<file path="src/sv/star_glob_matcher_macros.svh">
// assertion macros for the star glob matcher
`ifndef STAR_GLOB_MATCHER_MACROS_SVH
`define STAR_GLOB_MATCHER_MACROS_SVH

// condition holds in the same cycle
`define SGM_ASSERT_NOW(label, ante, cons, msg) \
	label: assert property (@(posedge clk) disable iff (!arst_n) (ante) |-> (cons)) \
		else $error(msg);

// condition holds in the next cycle
`define SGM_ASSERT_NEXT(label, ante, cons, msg) \
	label: assert property (@(posedge clk) disable iff (!arst_n) (ante) |=> (cons)) \
		else $error(msg);

`endif

</file>
<file path="src/sv/sgm_pkg.sv">
// shared constants and types of the star glob matcher
package sgm_pkg;

	localparam int unsigned PATTERN_MAX = 32;
	localparam int unsigned LEN_W = $clog2(PATTERN_MAX + 1);
	localparam logic [7:0] STAR_BYTE = 8'h2A;

	typedef enum logic [1:0] {
		MODE_CLEAR  = 2'd0,
		MODE_APPEND = 2'd1,
		MODE_START  = 2'd2,
		MODE_FEED   = 2'd3
	} mode_t;

	typedef struct packed {
		logic       feed;
		logic [7:0] byte_value;
	} cell_ctrl_t;

	typedef struct packed {
		logic matched;
		logic pattern_overflow;
	} res_t;

endpackage

</file>
<file path="src/sv/sgm_cell.sv">
// one pattern position: stored byte, active bit and closure hand-off
module sgm_cell (
	input  logic               clk,
	input  logic               arst_n,
	input  logic               en,
	input  logic               act_init,
	input  sgm_pkg::cell_ctrl_t ctrl,
	input  logic               wr,
	input  logic               used,
	input  logic               shift_in,
	input  logic               carry_in,
	output logic               shift_out,
	output logic               carry_out,
	output logic               act_nxt
);

	logic [7:0] pat_q;
	logic       act_q;
	logic [7:0] pat_eff;
	logic       star_q;
	logic       star_eff;
	logic       base;

	assign pat_eff  = wr ? ctrl.byte_value : pat_q;
	assign star_q   = (pat_q == sgm_pkg::STAR_BYTE);
	assign star_eff = (pat_eff == sgm_pkg::STAR_BYTE);

	// star keeps itself active, a literal hands its match to the right
	assign base      = shift_in | (ctrl.feed & act_q & used & star_q);
	assign act_nxt   = base | carry_in;
	assign carry_out = act_nxt & used & star_eff;
	assign shift_out = ctrl.feed & act_q & used & ~star_q & (pat_q == ctrl.byte_value);

	always_ff @(posedge clk) begin
		if (en && wr) begin
			pat_q <= ctrl.byte_value;
		end
	end

	always_ff @(posedge clk or negedge arst_n) begin
		if (!arst_n) begin
			act_q <= act_init;
		end else if (en) begin
			act_q <= act_nxt;
		end
	end

endmodule

</file>
<file path="src/sv/sgm_skid.sv">
// two-entry result buffer between the cell row and the output channel
module sgm_skid (
	input  logic          clk,
	input  logic          arst_n,
	input  logic          push,
	input  sgm_pkg::res_t push_res,
	output logic          full,
	output logic          out_valid,
	input  logic          out_stall,
	output sgm_pkg::res_t out_res
);

	logic          out_valid_q;
	logic          skid_valid_q;
	sgm_pkg::res_t out_res_q;
	sgm_pkg::res_t skid_res_q;
	logic          pop;

	assign pop       = out_valid_q & ~out_stall;
	assign full      = skid_valid_q;
	assign out_valid = out_valid_q;
	assign out_res   = out_res_q;

	always_ff @(posedge clk or negedge arst_n) begin
		if (!arst_n) begin
			out_valid_q  <= 1'b0;
			skid_valid_q <= 1'b0;
		end else if (push) begin
			if (!out_valid_q || pop) begin
				out_valid_q <= 1'b1;
			end else begin
				skid_valid_q <= 1'b1;
			end
		end else if (pop) begin
			if (skid_valid_q) begin
				skid_valid_q <= 1'b0;
			end else begin
				out_valid_q <= 1'b0;
			end
		end
	end

	always_ff @(posedge clk) begin
		if (push) begin
			if (!out_valid_q || pop) begin
				out_res_q <= push_res;
			end else begin
				skid_res_q <= push_res;
			end
		end else if (pop && skid_valid_q) begin
			out_res_q <= skid_res_q;
		end
	end

endmodule

</file>
<file path="src/sv/star_glob_matcher.sv">
// top level of the star glob matcher: control, cell row and result buffer
//
// Streams text bytes against a stored glob pattern where '*' matches any run
// of bytes and every other byte matches only itself.
// Input channel: in_valid / in_stall with mode and byte_value. Mode clears
// the pattern, appends a pattern byte, starts a new text or feeds a text byte.
// Output channel: out_valid / out_stall with matched and pattern_overflow,
// one result beat for every input beat, in order.
// The result of each taken beat is registered before it is offered.
// Throughput: one beat per cycle while in_stall is low; every pattern position
// is a cell of a row whose next state is computed combinationally, with star
// closure rippling through the row like a carry chain.
// A stalled result is held in the output register and a second result goes
// to a skid register; in_stall rises only while the skid register is full.
// Up to 32 pattern bytes are kept; further appends are dropped and flag
// pattern_overflow until the next clear.
// Reset: empty pattern, only position zero active, no overflow, both result
// registers empty.
`include "star_glob_matcher_macros.svh"

module star_glob_matcher (
	input  logic       clk,
	input  logic       arst_n,
	input  logic       in_valid,
	output logic       in_stall,
	input  logic [1:0] mode,
	input  logic [7:0] byte_value,
	output logic       out_valid,
	input  logic       out_stall,
	output logic       matched,
	output logic       pattern_overflow
);

	localparam int unsigned LW = sgm_pkg::LEN_W;
	localparam int unsigned PM = sgm_pkg::PATTERN_MAX;

	logic [LW-1:0]       len_q;
	logic [LW-1:0]       len_nxt;
	logic                ovf_q;
	logic                ovf_nxt;
	logic                in_acc;
	logic                full;
	sgm_pkg::mode_t      mode_e;
	sgm_pkg::cell_ctrl_t ctrl;
	logic                restart;
	logic                len_room;
	logic [PM:0]         shift_c;
	logic [PM:0]         carry_c;
	logic [PM:0]         act_nxt;
	logic [PM-1:0]       wr_sel;
	logic [PM-1:0]       used;
	sgm_pkg::res_t       res_nxt;
	sgm_pkg::res_t       res_out;

	assign in_stall = full;
	assign in_acc   = in_valid & ~full;
	assign mode_e   = sgm_pkg::mode_t'(mode);
	assign len_room = (len_q < LW'(PM));

	always_comb begin
		len_nxt = len_q;
		ovf_nxt = ovf_q;
		unique case (mode_e)
			sgm_pkg::MODE_CLEAR: begin
				len_nxt = '0;
				ovf_nxt = 1'b0;
			end
			sgm_pkg::MODE_APPEND: begin
				if (len_room) begin
					len_nxt = len_q + LW'(1);
				end else begin
					ovf_nxt = 1'b1;
				end
			end
			default: begin
				len_nxt = len_q;
			end
		endcase
	end

	assign restart         = (mode_e != sgm_pkg::MODE_FEED);
	assign ctrl.feed       = ~restart;
	assign ctrl.byte_value = byte_value;

	// restart seeds position zero
	assign shift_c[0] = restart;
	assign carry_c[0] = 1'b0;

	for (genvar g = 0; g < PM; g++) begin : g_cell
		assign wr_sel[g] = (mode_e == sgm_pkg::MODE_APPEND) && (len_q == LW'(g));
		assign used[g]   = (len_nxt > LW'(g));

		sgm_cell u_cell (
			.clk       (clk),
			.arst_n    (arst_n),
			.en        (in_acc),
			.act_init  (g == 0),
			.ctrl      (ctrl),
			.wr        (wr_sel[g]),
			.used      (used[g]),
			.shift_in  (shift_c[g]),
			.carry_in  (carry_c[g]),
			.shift_out (shift_c[g+1]),
			.carry_out (carry_c[g+1]),
			.act_nxt   (act_nxt[g])
		);
	end

	// end position past a full pattern
	assign act_nxt[PM] = shift_c[PM] | carry_c[PM];

	assign res_nxt.matched          = act_nxt[len_nxt];
	assign res_nxt.pattern_overflow = ovf_nxt;

	always_ff @(posedge clk or negedge arst_n) begin
		if (!arst_n) begin
			len_q <= '0;
			ovf_q <= 1'b0;
		end else if (in_acc) begin
			len_q <= len_nxt;
			ovf_q <= ovf_nxt;
		end
	end

	sgm_skid u_skid (
		.clk       (clk),
		.arst_n    (arst_n),
		.push      (in_acc),
		.push_res  (res_nxt),
		.full      (full),
		.out_valid (out_valid),
		.out_stall (out_stall),
		.out_res   (res_out)
	);

	assign matched          = res_out.matched;
	assign pattern_overflow = res_out.pattern_overflow;

	`SGM_ASSERT_NOW(a_len_bound, 1'b1, len_q <= LW'(PM), "pattern length beyond capacity")
	`SGM_ASSERT_NOW(a_skid_order, full, out_valid, "skid register full with output empty")
	`SGM_ASSERT_NEXT(a_clear, in_acc && mode == sgm_pkg::MODE_CLEAR, len_q == '0 && !ovf_q, "clear did not empty the pattern")
	`SGM_ASSERT_NEXT(a_ovf_set, in_acc && mode == sgm_pkg::MODE_APPEND && !len_room, ovf_q && out_valid, "append when full did not flag overflow")

endmodule

</file>
<file path="config.mk">
export PLATFORM = sky130hd
export DESIGN_NAME = star_glob_matcher
export DESIGN_NICKNAME = d
export VERILOG_FILES = /design/src/sv/sgm_pkg.sv /design/src/sv/sgm_cell.sv /design/src/sv/sgm_skid.sv /design/src/sv/star_glob_matcher.sv
export VERILOG_INCLUDE_DIRS = /design/src /design/src/sv
export SDC_FILE = /design/constraint.sdc
export NUM_CORES = 1
export LEC_CHECK = 0
export BUFFER_PORTS_ARGS = -buffer_cell sky130_fd_sc_hd__buf_2
export CAP_MARGIN = 25
export CORE_UTILIZATION = 30
export DETAILED_ROUTE_END_ITERATION = 10
export GPL_TIMING_DRIVEN = 0
export PLACE_DENSITY = 0.43
export SYNTH_ARGS = -nofsm -noshare
export SYNTH_HDL_FRONTEND = slang
export SYNTH_SLANG_ARGS = --single-unit
</file>
<file path="constraint.sdc">
create_clock -name clk -period 11.13 [get_ports clk]
set_clock_uncertainty 0.05 [all_clocks]
set_input_delay 0.5565 -clock clk [delete_from_list [all_inputs] [get_ports clk]]
set_output_delay 0.5565 -clock clk [all_outputs]
set_load 0.005 [all_outputs]
</file>
# Word level (Yosys, flattened, before mapping)
# Index checks and enable logic that the tools add are counted.
# word_totals
output_inout_bits,4
reg_bits,301
word_cells,688
input_bits,14
# classes
n_eq_ne,132
bitwise_logic,326
n_reduce_logical,75
add_sub_neg,1
order_cmp,34
muxes,48
# op_table
op,count
$eq A8 B6 Y1 const B,64
$eq A8 B8 Y1,32
$mux W8,32
$and A1 B1 Y1,226
$eq A6 B5 Y1 const B,16
$gt A6 B5 Y1 const B,16
$logic_and A1 B1 Y1,65
$or A1 B1 Y1,64
$eq A6 B4 Y1 const B,8
$gt A6 B4 Y1 const B,8
$not A1 Y1,36
$eq A6 B3 Y1 const B,4
$gt A6 B3 Y1 const B,4
$eq A6 B2 Y1 const B,2
$gt A6 B1 Y1 const B,2
$gt A6 B2 Y1 const B,2
$pmux W6 S2,1
$mux W1,9
$lt A6 B7 Y1 const B,1
$add A6 B1 Y6 const B,1
$bmux W1 S6,1
$eq A6 B1 Y1 const B,1
$logic_not A6 Y1,1
$lt A6 B6 Y1 const B,1
12 further kinds,19

# Longest topological paths before layout
# depth
ltp_word,107
depth_mapped,18
mapped_depth_nobuf,15

# Worst setup path after synthesis
# No wires, ideal clock.
# synth_path
kind,register -> register
from,register len_q[0]
to,"register u_skid.out_res_q (netlist bit u_skid.out_res[1]), data pin"
t_arrival_ns,3.896
required_ns,10.806
stages_incl_launch_ff,17
path_slack_ns,6.910
synth_period_minus_slack_ns,4.220
path_buffers,1
setup_ns,0.274
path_cell_list,dfrtp_1 -> buf_2 -> inv_1 -> ha_1 -> nor3b_1 -> a221o_1 -> o22ai_1 -> a2111o_1 -> nand2b_1 -> o22a_1 -> and4_1 -> nand3_2 -> a31oi_2 -> o221ai_1 -> or4_1 -> o21ai_1 -> a31oi_1
# synth_between
elab_chain_cells,107
word_cells_on_any_way,424
classes_between,1 x add/sub; 33 x order compare; 63 x eq/ne; 38 x mux; 256 x bitwise; 33 x reduce/logical
# synth_lines
item,line_no,source
start: declaration,star_glob_matcher.sv:37,logic [LW-1:0] len_q;
start signal: assignment,star_glob_matcher.sv:120,len_q <= len_nxt;
$add A6 B1 Y6 or $lt A6 B6 Y1 (tied branches),"star_glob_matcher.sv:70, star_glob_matcher.sv:58",
$mux W6,star_glob_matcher.sv:69,if (len_room) begin
$pmux W6 S2,star_glob_matcher.sv:63,unique case (mode_e)
$gt A6 B1 Y1,star_glob_matcher.sv:91,assign used[g] = (len_nxt > LW'(g));
$and A1 B1 Y1,"sgm_cell.sv:29, sgm_cell.sv:32",
$and A1 B1 Y1,sgm_cell.sv:29,assign base = shift_in | (ctrl.feed & act_q & used & star_q);
$or A1 B1 Y1,sgm_cell.sv:29,
$and A1 B1 Y1 (2 in series),sgm_cell.sv:31,assign carry_out = act_nxt & used & star_eff;
(+88 left out),-,
$and A1 B1 Y1 (2 in series),sgm_cell.sv:31,
$or A1 B1 Y1,sgm_cell.sv:30,assign act_nxt = base | carry_in;
$and A1 B1 Y1 (2 in series),sgm_cell.sv:31,
$or A1 B1 Y1,star_glob_matcher.sv:110,assign act_nxt[PM] = shift_c[PM] | carry_c[PM];
$bmux W1 S6 (*),star_glob_matcher.sv:112,assign res_nxt.matched = act_nxt[len_nxt];
$mux W1 (implied by the code) (*),star_glob_matcher.sv:112,
$mux W2 (*),sgm_skid.sv:45,if (!out_valid_q || pop) begin
$mux W2 (*),sgm_skid.sv:44,if (push) begin
end signal: assignment,sgm_skid.sv:46,out_res_q <= push_res;
end signal: assignment,sgm_skid.sv:51,out_res_q <= skid_res_q;
end: declaration,sgm_skid.sv:15,sgm_pkg::res_t out_res_q;
# Mark *: on every way between the ends. The rest lies on a longest branch, timed or not. The select of a mux whose other input is x is not followed.
# A chain may end at the register's enable or synchronous reset.

# Worst setup path in the final report
# Ends and elaborated chain as after synthesis.

==> flow_summary_export.csv <==
group,metric,value,unit
min_path,min_from,"out_stall",
clocking,cts_buffers,36,
min_path,hold_class,"in -> reg",
sta,hold_violations,0,
sta,tightest_slew,1.38,ns
worst_setup_path,start_kind,"flip-flop",
cells_and_area,drive_above_1_share,11.5,%
pwr,p_leak,6.55,nW
synth,yosysWarnings,0,
placed_design,dp_hpwl,43500,um
floorplanning,start_util,30.6,%
worst_setup_path,endpoint_kind,"flip-flop",
sta,fin_crit,5.98,ns
worst_setup_path,path_max_fanout,10,
synth,synth.top_cell.area_share,45.0,%
global_routing,grt_usage,21.2,%
synth,synth.avg_cell_area,11.1,um2
clocking,insertion_delay,0.58,ns
clocking,htree_levels,2,
floorplanning,die_height,242,um
cells_and_area,mostFrequentLayoutCell,"edfxtp_1",
clocking,cts_tree,"yes",
global_routing,grt_pass1_wl,91500,um
routing,vias,13200,
sta,fmax,167,MHz
global_routing,overflow,0,
cells_and_area,nets,1644,
sta,setup_viol,0,
sta,rsz0062_at_grt,"false",
sta,layout_worst_path_cycle_share,53.7,%
floorplanning,core_area,56700,um2
routing,antenna_left,0,
floorplanning,die_area,58800,um2
routing,drc_errors,0,
synth,synthesis.instances,1560,
cells_and_area,syn2layout_area_growth,13.5,%
synth,synthArstFlopShare,13.6,%
clocking,clk_path_buf_depth,3,
placed_design,pre_cts_ws,4.98,ns
pwr,p_per_area,159,nW/um2
sta,report.final.slew_viol_count,0,
outcome,outcome,"finished, final reports clean",
synth,synth_fp_nets,1578,
flow_run,maxCapViolations,0,
synth,synth_flop_cell,"edfxtp_1",
worst_setup_path,r2r_start,"len_q[0]",
global_routing,grt_max_degree,34,
worst_setup_path,crit_start,"len_q[0]",
synth,synth_area,17300,um2
synth,synthTopCellsByArea,"edfxtp_1 45%, xor2_1 7.1%, xnor2_1 5.9%",
cells_and_area,mostFrequentLayoutCells,"260 x edfxtp_1, 143 x nand2_1, 141 x xor2_1, 116 x xnor2_1, 105 x nor2_1",
routing,via_per_inst,5.48,
routing,drt_iter0_drc,1035,
floorplanning,die_w,242,um
synth,ys_ff_latch,301,
floorplanning,io_pins,18,
worst_setup_path,arrival,6.19,ns
global_routing,antenna_found_initial,1,
synth,synthDistinctLibCells,106,
synth,synth_edf_count,260,
routing,drt_wl_total,62200,um
global_routing,grt_pass1_vias,13400,
clocking,clkSlewWorstSetupHoldPaths,0.06,ns
placed_design,numPortBuffers,17,
pwr,totalPowerFinal,3.12,mW
routing,firstDrtPassIters,5,
pwr,ir_drop,0.0000918,V
worst_setup_path,worstSetupPathType,"reg -> reg",
synth,synth_top_cell_by_area,"edfxtp_1",
sta,timing.final.ws_setup,5.15,ns
worst_setup_path,worstPathRequired,11.34,ns
sta,max_slew_margin,7.89,%
placed_design,place_congestion,0.966,
sta,setup_tns,0,ns
routing,wl_per_cell,25.8,um
clocking,clock_sinks,301,
clocking,cts_root_buf,"clkbuf_16",
synth,yosysSeqAreaShare,51.0,%
floorplanning,rows,87,
[state kept, by name, summed over array words and instances (netlist names)]
name and flops:
g_cell.u_cell.act_q 32, g_cell.u_cell.pat_q 256, len_q 6, ovf_q 1, u_skid.full 1, u_skid.out_res 2
u_skid.out_valid 1, u_skid.skid_res_q 2
[per-layer routing]
layer	global-route usage [%]	vias up	wire length (um)
li1	-	6015	-
met1	29.2	6674	29000
met2	33.4	425	28000
met3	3.16	102	3280
met4	7.93	0	1930
met5	0	-	0
[cells by family (layout without fill, tap and decap cells)]
group,after synthesis,after routing,synth area share (%)
and+or+nand+nor,626,626,20.4
DFF,301,301,51.0
AOI/OAI and AO/OA,258,258,11.2
xor gates and xnor gates,257,257,13.0
buffers and inverters,92,185,2.72
muxes,22,22,1.38
adders and majority gates,4,4,0.289
other,0,1,0
[critical path, stage by stage, from the launching register on]
cell	delay [ns]
dfrtp_1	0.52
buf_2	0.26
inv_1	0.12
ha_1	0.37
nor3b_1	0.18
a221o_1	0.57
o22ai_1	0.86
a2111o_1	0.36
nand2b_1	0.13
o22a_1	0.25
and3_4	0.24
nand2_2	0.09
a221oi_1	0.55
o221ai_1	0.22
or4_1	0.47
o21ai_1	0.28
a31oi_1	0.14
[power breakdown]
| group | leakage, nW | internal, mW | switching (mW) | total (mW) |
|---|---|---|---|---|
| clock | 0.547 | 0.695 | 0.486 | 1.18 |
| sequential | 2.88 | 1.27 | 0.0378 | 1.31 |
| combinational | 3.12 | 0.174 | 0.452 | 0.626 |
[layout make-up]
| type | instances | area (um2) |
|---|---|---|
| flip-flops and latches | 301 | 8830 |
| repair buffers | 28 | 225 |
| diodes | 1 | 2.50 |
| plain buffers | 81 | 430 |
| inverters | 11 | 41.3 |
| fillers | 5641 | 37000 |
| clock inverters | 16 | 210 |
| well taps | 756 | 946 |
| multi-input cells | 1167 | 8030 |
| clock buffers | 49 | 950 |
[synthesized netlist by cell type, types with 9 or more instances]
master	n
edfxtp_1	260
nand2_1	143
xor2_1	141
xnor2_1	116
nor2_1	105
nand3_1	80
buf_2	44
o21ai_0	44
dfrtp_1	40
a21oi_1	38
nand4_1	38
nor4_1	37
nor4bb_1	36
and2_1	35
nor3_1	31
a31oi_1	22
nor4b_1	22
clkbuf_1	20
and3_1	17
mux2i_1	16
and4b_1	13
o211ai_1	13
inv_1	11
o21a_1	10
o21ai_1	10
nand2b_1	9
nor2b_1	9
o22ai_1	9
[worst paths after layout]
path / slack, ns / cells past startpoint / endpoint
worst min register to register: 0.43 / 2 / g_cell[2].u_cell.act_q
worst min-delay path: 0.20 / 3 / u_skid.out_valid
worst max register to register: 5.15 / 16 / u_skid.out_res[1]
worst max-delay path: 5.15 / 16 / u_skid.out_res[1]
min in group asynchronous: 0.45 / 2 / g_cell[11].u_cell.act_q
max in group asynchronous: 9.96 / 3 / g_cell[0].u_cell.act_q
[per-stage QoR]
stage / utilization, % / cell area [um2] / hold slack [ns] / std cells
2_1_floorplan: - / 17300 / 0.211 / 1560
3_3_place_gp: 32.4 / 18400 / 0.407 / 2333
3_5_place_dp: 32.5 / 18400 / 0.408 / 2338
4_1_cts: 34.6 / 19600 / 0.174 / 2404
5_1_grt: 34.7 / 19700 / 0.244 / 2409
6_report: 34.7 / 19700 / 0.197 / 2410
[what timing repair did]
item	in CTS	in global routing
hold endpoints to repair	17	0
setup buffers	0	0
hold buffers	1	0
resized for setup	0	0
endpoints found under the setup margin	0	0
Note: power is estimated with default switching activity, not from simulation.
